$ cat src/rtl/cnlc_pkg.sv
// Package for the card number Luhn classifier.
// Holds field widths, card class codes, the controller state type and the
// Luhn digit fold; used by every module under rtl.
`timescale 1ns / 1ps

package cnlc_pkg;

  // Field widths fixed by the interface
  localparam int unsigned NUM_W   = 63;
  localparam int unsigned CLASS_W = 2;
  localparam int unsigned COUNT_W = 5;

  // Decimal digits needed for a 63-bit value, and their packed BCD width
  localparam int unsigned DIG_N  = 19;
  localparam int unsigned BCD_W  = 4 * DIG_N;
  localparam int unsigned SHFT_W = $clog2(NUM_W);
  localparam int unsigned IDX_W  = $clog2(DIG_N);

  localparam logic [SHFT_W-1:0] LAST_SHIFT = SHFT_W'(NUM_W - 1);
  localparam logic [IDX_W-1:0]  LAST_DIGIT = IDX_W'(DIG_N - 1);

  // Card class codes
  localparam logic [CLASS_W-1:0] CLASS_INVALID = 2'd0;
  localparam logic [CLASS_W-1:0] CLASS_AMEX    = 2'd1;
  localparam logic [CLASS_W-1:0] CLASS_VISA    = 2'd2;
  localparam logic [CLASS_W-1:0] CLASS_MASTER  = 2'd3;

  // Digit lengths that the classes require
  localparam logic [COUNT_W-1:0] LEN_AMEX = 5'd15;
  localparam logic [COUNT_W-1:0] LEN_16   = 5'd16;

  // Top-level controller states
  typedef enum logic [1:0] {
    ST_IDLE,
    ST_CONV,
    ST_SCAN
  } cnlc_state_e;

  // One finished classification
  typedef struct packed {
    logic [CLASS_W-1:0] card_class;
    logic               luhn_ok;
    logic [COUNT_W-1:0] digit_count;
  } cnlc_res_t;

  // Double a digit and fold values of ten or more into n - 9
  function automatic logic [3:0] luhn_double(input logic [3:0] d);
    logic [4:0] dd;
    dd = {d, 1'b0};
    if (dd >= 5'd10) begin
      dd = dd - 5'd9;
    end
    return dd[3:0];
  endfunction

endpackage

$ cat src/rtl/card_number_luhn_classifier.sv
// Card number Luhn classifier. A result strobe follows each accepted start
// transaction; a new one is taken only in idle, after the last result.
// A 63-step binary to BCD shift-add-3 loop runs, then a 19-digit scan.
// busy stays high from acceptance until the result cycle ends; results
// cannot be stalled. Reset (rst_ni low, asynchronous) returns to idle.
`timescale 1ns / 1ps

module card_number_luhn_classifier
  import cnlc_pkg::*;
(
  input  logic               clk_i,
  input  logic               rst_ni,
  input  logic               start,
  output logic               busy,
  input  logic [NUM_W-1:0]   card_number_i,
  output logic               valid_o,
  output logic [CLASS_W-1:0] card_class_o,
  output logic               luhn_ok_o,
  output logic [COUNT_W-1:0] digit_count_o
);

  cnlc_state_e      state_q, state_d;
  logic             conv_start;
  logic             conv_done;
  logic [BCD_W-1:0] bcd;
  logic             scan_done;
  cnlc_res_t        res;

  // Next state
  always_comb begin
    state_d = state_q;
    unique case (state_q)
      ST_IDLE: if (start)     state_d = ST_CONV;
      ST_CONV: if (conv_done) state_d = ST_SCAN;
      ST_SCAN: if (scan_done) state_d = ST_IDLE;
      default: state_d = ST_IDLE;
    endcase
  end

  // Controller outputs
  always_comb begin
    busy       = (state_q != ST_IDLE);
    conv_start = (state_q == ST_IDLE) && start;
  end

  always_ff @(posedge clk_i or negedge rst_ni) begin
    if (!rst_ni) begin
      state_q <= ST_IDLE;
    end else begin
      state_q <= state_d;
    end
  end

  cnlc_bcd u_bcd (
    .clk_i   (clk_i),
    .rst_ni  (rst_ni),
    .start_i (conv_start),
    .value_i (card_number_i),
    .done_o  (conv_done),
    .bcd_o   (bcd)
  );

  cnlc_scan u_scan (
    .clk_i   (clk_i),
    .rst_ni  (rst_ni),
    .start_i (conv_done),
    .bcd_i   (bcd),
    .done_o  (scan_done),
    .res_o   (res)
  );

  assign valid_o       = scan_done;
  assign card_class_o  = res.card_class;
  assign luhn_ok_o     = res.luhn_ok;
  assign digit_count_o = res.digit_count;

  // A result only closes a scan in progress
  a_valid_in_scan: assert property (@(posedge clk_i) disable iff (!rst_ni)
    valid_o |-> state_q == ST_SCAN)
    else $error("result strobe outside scan");

  // Conversion finishes only while the controller waits for it
  a_conv_in_conv: assert property (@(posedge clk_i) disable iff (!rst_ni)
    conv_done |-> state_q == ST_CONV)
    else $error("conversion done outside conversion");

  // A classified card always passed the Luhn check
  a_class_needs_luhn: assert property (@(posedge clk_i) disable iff (!rst_ni)
    (valid_o && card_class_o != CLASS_INVALID) |-> luhn_ok_o)
    else $error("card class without Luhn pass");

  // Digit count stays within one to nineteen
  a_count_range: assert property (@(posedge clk_i) disable iff (!rst_ni)
    valid_o |-> (digit_count_o >= 5'd1 && digit_count_o <= 5'd19))
    else $error("digit count out of range");

  // Busy drops only after the result strobe
  a_busy_release: assert property (@(posedge clk_i) disable iff (!rst_ni)
    $fell(busy) |-> $past(valid_o))
    else $error("busy released without result");

endmodule

$ cat src/rtl/cnlc_bcd.sv
// Binary to BCD converter: shift-and-add-3, one input bit per cycle.
// Depends on cnlc_pkg for widths.
`timescale 1ns / 1ps

module cnlc_bcd
  import cnlc_pkg::*;
(
  input  logic             clk_i,
  input  logic             rst_ni,
  input  logic             start_i,
  input  logic [NUM_W-1:0] value_i,
  output logic             done_o,
  output logic [BCD_W-1:0] bcd_o
);

  logic [NUM_W-1:0]  bin_q, bin_d;
  logic [BCD_W-1:0]  bcd_q, bcd_d;
  logic [BCD_W-1:0]  adj;
  logic [SHFT_W-1:0] cnt_q, cnt_d;
  logic              run_q, run_d;
  logic              done_q, done_d;

  // Add three to every digit of five or more before the shift
  always_comb begin
    for (int k = 0; k < DIG_N; k++) begin
      adj[4*k +: 4] = (bcd_q[4*k +: 4] >= 4'd5) ? bcd_q[4*k +: 4] + 4'd3
                                                 : bcd_q[4*k +: 4];
    end
  end

  // Load on start, then shift one binary bit into the BCD word per cycle
  always_comb begin
    bin_d  = bin_q;
    bcd_d  = bcd_q;
    cnt_d  = cnt_q;
    run_d  = run_q;
    done_d = 1'b0;
    if (start_i) begin
      bin_d = value_i;
      bcd_d = '0;
      cnt_d = '0;
      run_d = 1'b1;
    end else if (run_q) begin
      bcd_d = {adj[BCD_W-2:0], bin_q[NUM_W-1]};
      bin_d = {bin_q[NUM_W-2:0], 1'b0};
      cnt_d = cnt_q + 1'b1;
      if (cnt_q == LAST_SHIFT) begin
        run_d  = 1'b0;
        done_d = 1'b1;
      end
    end
  end

  // Hold control state under reset
  always_ff @(posedge clk_i or negedge rst_ni) begin
    if (!rst_ni) begin
      cnt_q  <= '0;
      run_q  <= 1'b0;
      done_q <= 1'b0;
    end else begin
      cnt_q  <= cnt_d;
      run_q  <= run_d;
      done_q <= done_d;
    end
  end

  // Datapath registers
  always_ff @(posedge clk_i) begin
    bin_q <= bin_d;
    bcd_q <= bcd_d;
  end

  assign done_o = done_q;
  assign bcd_o  = bcd_q;

endmodule

$ cat src/rtl/cnlc_scan.sv
// Digit scanner: walks the BCD digits from the right, one per cycle,
// keeping the Luhn sum mod ten, the digit count and the two leading digits.
// Depends on cnlc_pkg for widths, class codes and the Luhn fold.
`timescale 1ns / 1ps

module cnlc_scan
  import cnlc_pkg::*;
(
  input  logic             clk_i,
  input  logic             rst_ni,
  input  logic             start_i,
  input  logic [BCD_W-1:0] bcd_i,
  output logic             done_o,
  output cnlc_res_t        res_o
);

  logic [BCD_W-1:0]   sh_q, sh_d;
  logic [IDX_W-1:0]   idx_q, idx_d;
  logic               run_q, run_d;
  logic               fin_q, fin_d;
  logic               done_q;
  logic [3:0]         sum_q, sum_d;
  logic [COUNT_W-1:0] cnt_q, cnt_d;
  logic [3:0]         first_q, first_d;
  logic [3:0]         second_q, second_d;
  logic [3:0]         prev_q, prev_d;
  cnlc_res_t          res_q, res_d;

  logic [3:0] dig;
  logic [3:0] term;
  logic [4:0] psum;

  // Fold every second digit from the right, accumulate mod ten
  assign dig  = sh_q[3:0];
  assign term = idx_q[0] ? luhn_double(dig) : dig;
  assign psum = {1'b0, sum_q} + {1'b0, term};

  // Advance one digit per cycle
  always_comb begin
    sh_d     = sh_q;
    idx_d    = idx_q;
    run_d    = run_q;
    fin_d    = 1'b0;
    sum_d    = sum_q;
    cnt_d    = cnt_q;
    first_d  = first_q;
    second_d = second_q;
    prev_d   = prev_q;
    if (start_i) begin
      sh_d     = bcd_i;
      idx_d    = '0;
      run_d    = 1'b1;
      sum_d    = '0;
      cnt_d    = COUNT_W'(1);
      first_d  = '0;
      second_d = '0;
      prev_d   = '0;
    end else if (run_q) begin
      sh_d  = {4'd0, sh_q[BCD_W-1:4]};
      idx_d = idx_q + 1'b1;
      sum_d = (psum >= 5'd10) ? 4'(psum - 5'd10) : psum[3:0];
      // A nonzero digit is the leading one so far
      if (dig != 4'd0) begin
        cnt_d    = COUNT_W'(idx_q) + 1'b1;
        first_d  = dig;
        second_d = prev_q;
      end
      prev_d = dig;
      if (idx_q == LAST_DIGIT) begin
        run_d = 1'b0;
        fin_d = 1'b1;
      end
    end
  end

  // Classify from the finished totals
  always_comb begin
    res_d             = res_q;
    res_d.luhn_ok     = (sum_q == 4'd0);
    res_d.digit_count = cnt_q;
    res_d.card_class  = CLASS_INVALID;
    if (sum_q == 4'd0) begin
      if (cnt_q == LEN_AMEX && first_q == 4'd3 &&
          (second_q == 4'd4 || second_q == 4'd7)) begin
        res_d.card_class = CLASS_AMEX;
      end else if (cnt_q == LEN_16 && first_q == 4'd4) begin
        res_d.card_class = CLASS_VISA;
      end else if (cnt_q == LEN_16 && first_q == 4'd5 &&
                   second_q >= 4'd1 && second_q <= 4'd5) begin
        res_d.card_class = CLASS_MASTER;
      end
    end
  end

  // Control state
  always_ff @(posedge clk_i or negedge rst_ni) begin
    if (!rst_ni) begin
      idx_q  <= '0;
      run_q  <= 1'b0;
      fin_q  <= 1'b0;
      done_q <= 1'b0;
    end else begin
      idx_q  <= idx_d;
      run_q  <= run_d;
      fin_q  <= fin_d;
      done_q <= fin_q;
    end
  end

  // Datapath registers; capture the result on the finish cycle
  always_ff @(posedge clk_i) begin
    sh_q     <= sh_d;
    sum_q    <= sum_d;
    cnt_q    <= cnt_d;
    first_q  <= first_d;
    second_q <= second_d;
    prev_q   <= prev_d;
    if (fin_q) begin
      res_q <= res_d;
    end
  end

  assign done_o = done_q;
  assign res_o  = res_q;

endmodule
$ cat config.mk
export PLATFORM = sky130hd
export DESIGN_NAME = card_number_luhn_classifier
export DESIGN_NICKNAME = d
export VERILOG_FILES = /design/src/rtl/cnlc_pkg.sv /design/src/rtl/card_number_luhn_classifier.sv /design/src/rtl/cnlc_bcd.sv /design/src/rtl/cnlc_scan.sv
export SDC_FILE = /design/constraint.sdc
export NUM_CORES = 1
export LEC_CHECK = 0
export ABC_AREA = 1
export BUFFER_PORTS_ARGS = -buffer_cell sky130_fd_sc_hd__buf_2
export CELL_PAD_IN_SITES_DETAIL_PLACEMENT = 2
export CELL_PAD_IN_SITES_GLOBAL_PLACEMENT = 2
export CORE_ASPECT_RATIO = 1.5
export CORE_MARGIN = 2
export CORE_UTILIZATION = 37
export CTS_CLUSTER_DIAMETER = 120
export CTS_CLUSTER_SIZE = 40
export DETAILED_ROUTE_END_ITERATION = 10
export GPL_ROUTABILITY_DRIVEN = 0
export PLACE_DENSITY_LB_ADDON = 0.1
export SYNTH_ARGS = -nofsm -noshare
export SYNTH_HDL_FRONTEND = slang
export SYNTH_HIERARCHICAL = 1
export SYNTH_SLANG_ARGS = --single-unit
$ cat constraint.sdc
create_clock -name clk_i -period 3.5 [get_ports clk_i]
set_input_delay 0.175 -clock clk_i [delete_from_list [all_inputs] [get_ports clk_i]]
set_output_delay 0.175 -clock clk_i [all_outputs]
set_load 0.05 [all_outputs]
==> impl_metrics.yaml <==
floorplanning:
  core_area_mm2: 0.0327
  io_pins: 76
  die_w_um: 153
  start_util: 0.377
  die_h_um: 228
  dieArea_mm2: 0.0349
  rows: 81
power:
  p_seq_frac: 0.660
  power_leakage_nw: 6.18
  ir_worst_vdd_mv: 0.365
  combinationalPowerShare: 0.021
  netSwitchingPower_uw: 987
  netSwitchingFraction: 0.202
  p_clk_frac: 0.319
  p_int_mw: 3.89
  p_per_area_mw_per_mm2: 346
synthesis:
  synth_warnings: 6
  synth_compound_gate_area_share: 0.0523
  seq_area_frac_synth: 0.552
  synthAdderAreaFrac: 0.0513
  muxShareOfSynthArea: 0
  yosys.area_share.simple: 0.280
  synth-edff-count: 147
  syn-num-nets: 1603
  netlist_area_mm2: 0.0123
  ys_types: 32
  syn_avg_cell_area_um2: 8.30
  synthCells: 1487
  synth-xor-area-share: 0.00284
  synth-seq-cells: 262
  async_reset_ff_frac: 0.0687
  synth_top_family_by_area: "simple AND/OR/NAND/NOR gates"
  ys.flop_type: "edfxtp_1"
setup_path:
  critPathCaptureType: "register"
  path_cells: "inv_2, ha_2, inv_1, a21oi_1, nand2_1, xor2_1, nand2_1, o21ai_0, inv_1, fa_1, inv_1, nand2_1, and2_1, ha_1, nand2_1, nand3_1, nand2_1, nand2_1, nand3_1, nand2_1"
  required_ns: 3.89
  r2r_end: "u_scan/sum_q[1]"
  reg2reg_from: "u_scan/sh_q[0]"
  slowest_stage: "edfxtp_1"
  cp-start-kind: "register"
  slowest_delay_ns: 0.47
  arrival_ns: 3.52
  worst-path-buf-inv: 4
  crit_family: "simple AND/OR/NAND/NOR gates"
  rrSetupSlack_ns: 0.37
  cp_max_fo: 4
  crit_path_frequent_cell: "nand2_1"
  path_class: "reg -> reg"
  rr_worst_depth: 20
  cp.depth: 20
detailed_routing:
  drt_drc_violations_left: 0
  drtIter0Drc: 364
  routed_via_density: 5.04
  drt_wl_total_mm: 33.9
  routed-via-count: 10200
  ant_nets: 0
  drtPass1Iterations: 4
  wl_per_cell_um: 16.7
global_routing:
  grt_pass1_wl_mm: 57.3
  antenna_found_initial: 0
  grt_pass1_vias: 11400
  track_usage: 0.198
  grt-ovfl-total: 0
  grt_max_degree: 86
timing:
  setup_violations: 0
  skew_ns: 0.0317
  fin_crit_ns: 3.13
  setup_tns_ns: 0
  hold_viol: 0
  period_share: 0.894
  rsz0062_at_grt: "false"
  tightest_slew_ns: 1.04
  fmaxAchievable_mhz: 320
  slew_viol_final: 0
  maxSlewHeadroom: 0.308
cts:
  cts_buffers: 10
  cts_root_buffer: "clkbuf_16"
  cts_tree: "done"
  htree_levels: 1
  clock_latency_ns: 0.51
  clk_path_buf_depth: 3
  cts_sinks: 262
  clkSlewWorstSetupHoldPaths_ns: 0.14
placed_design:
  numPortBuffers: 75
  hpwl_mm: 22.0
run:
  cap_viol_max_count: 0
outcome:
  status: "finished, final reports clean"
cells_and_area:
  fillCellCount: 3720
  diodes: 0
  fin_util: 0.431
  fin_nets: 1720
  drive_gt1_frac: 0.0746
  area_delta_synth_final_pct: 14.2
worst_hold_path:
  hp-class: "in -> async"
[area by class of cell]
type | count | area (um2) | share of cell area
Clock buffer | 15 | 290 | 0.0206
Clock inverter | 1 | 16.3 | 0.00115
Inverter | 138 | 518 | 0.0367
Multi-Input combinational cell | 1035 | 4780 | 0.339
Sequential cell | 262 | 6810 | 0.483
Tap cell | 415 | 519 | 0.0368
Timing Repair Buffer | 157 | 1170 | 0.0827
[per-layer routing]
| layer | global-route usage | share of wire |
|---|---|---|
| met5 | 0 | 0 |
| met1 | 0.224 | 0.41 |
| met3 | 0.0157 | 0.016 |
| met4 | 0.0373 | 0.014 |
| met2 | 0.405 | 0.56 |
[state kept, by name, summed over array words and instances, names as in the netlist, 2 cells and up]
register / cells
u_bcd/bcd_o: 76
u_scan/sh_q: 76
u_bcd/bin_q: 63
u_scan/res_o: 8
u_bcd/cnt_q: 6
u_scan/cnt_q: 5
u_scan/idx_q: 5
u_scan/first_q: 4
u_scan/prev_q: 4
u_scan/second_q: 4
u_scan/sum_q: 4
state_q: 2
[per-stage QoR]
stage / hold WS (ns) / instance area, um2 / power, mW / std cells / setup WS (ns)
floorplan: -0.121 / 12300 / 3.28 / 1487 / 0.743
global placement: 0.186 / 13100 / 3.33 / 1941 / 0.490
global route: 0.189 / 14100 / 5.05 / 2023 / 0.0368
finish: 0.166 / 14100 / 4.88 / 2023 / 0.372
CTS: 0.168 / 14100 / 4.97 / 2022 / 0.282
detailed placement: 0.189 / 13100 / 3.33 / 1941 / 0.335
[repair_timing]
action	in CTS	in global routing
buffers inserted	0	1
endpoints found under the hold margin	82	0
endpoints found under the setup margin	0	2
gates resized for setup	0	3
hold buffers	65	0
[cell usage after synthesis (4+ instances only)]
library cell | instances | area, um2
nand2_1 | 691 | 2590
edfxtp_1 | 147 | 4410
inv_1 | 136 | 510
nand3_1 | 132 | 661
dfxtp_1 | 97 | 1940
o21ai_0 | 92 | 460
ha_1 | 49 | 613
buf_2 | 26 | 130
a21oi_1 | 18 | 90.1
clkbuf_1 | 18 | 67.6
dfrtp_1 | 18 | 450
nand4_1 | 14 | 87.6
nor2_1 | 13 | 48.8
buf_1 | 4 | 15.0
o22ai_1 | 4 | 25.0
xor2_1 | 4 | 35.0
[worst max path at each step]
stage,start,end,slack [ns]
5_1_grt,u_scan/sh_q[1],u_scan/sum_q[1],0.04
4_1_cts,u_scan/sh_q[0],u_scan/sum_q[1],0.28
3_3_place_gp,u_scan/sh_q[0],u_scan/sum_q[2],0.49
3_5_place_dp,u_scan/sh_q[0],u_scan/sum_q[1],0.34
2_1_floorplan,u_scan/sh_q[0],u_scan/sum_q[3],0.74
6_report,u_scan/sh_q[0],u_scan/sum_q[1],0.37
[placed cells by master (no fill, tap or decap), drive strengths merged]
cell type    synthesis  routed
ha                  49      49
nand3              132     132
inv                138     139
clkbuf              18      15
buf                 34      92
or2                  1       1
dfrtp               18      18
nand2              691     691
nor3                 3       3
o211ai               2       2
o21ai               92      92
edfxtp             147     147
o31ai                1       1
dlygate4sd3          0      65
nor4                 2       2
nand4               14      14
o211a                1       1
dfxtp               97      97
o22ai                4       4
xor2                 4       4
a21oi               18      18
a22o                 1       1
nor2                15      15
a21boi               1       1
fa                   1       1
a31oi                1       1
and2                 2       2
[cell families after synthesis]
kind of cell	after synthesis
xor+xnor	4
simple gates	860
compound gates	121
buf+inv	190
flops	262
fa+ha+maj	50
[worst reg2reg max path, cell delays in order (launching register included)]
cell      delay, ns
edfxtp_1       0.47
inv_2          0.11
ha_2           0.22
inv_1          0.08
a21oi_1        0.14
nand2_1        0.14
xor2_1         0.15
nand2_1        0.06
o21ai_0        0.14
inv_1          0.11
fa_1           0.44
inv_1          0.07
nand2_1        0.06
and2_1         0.15
ha_1           0.22
nand2_1        0.07
nand3_1        0.12
nand2_1        0.11
nand2_1        0.06
nand3_1        0.06
nand2_1        0.05
[power groups by stage]
stage	clock (mW)	combinational, mW	sequential [mW]
after global routing	1.72	0.111	3.22
after global placement	0	0.0420	3.28
after detailed placement	0	0.0427	3.28
after CTS	1.65	0.0974	3.22
final	1.56	0.103	3.22
after floorplan	0	0.0000157	3.28
No activity file was read; power rests on OpenSTA's default activity.
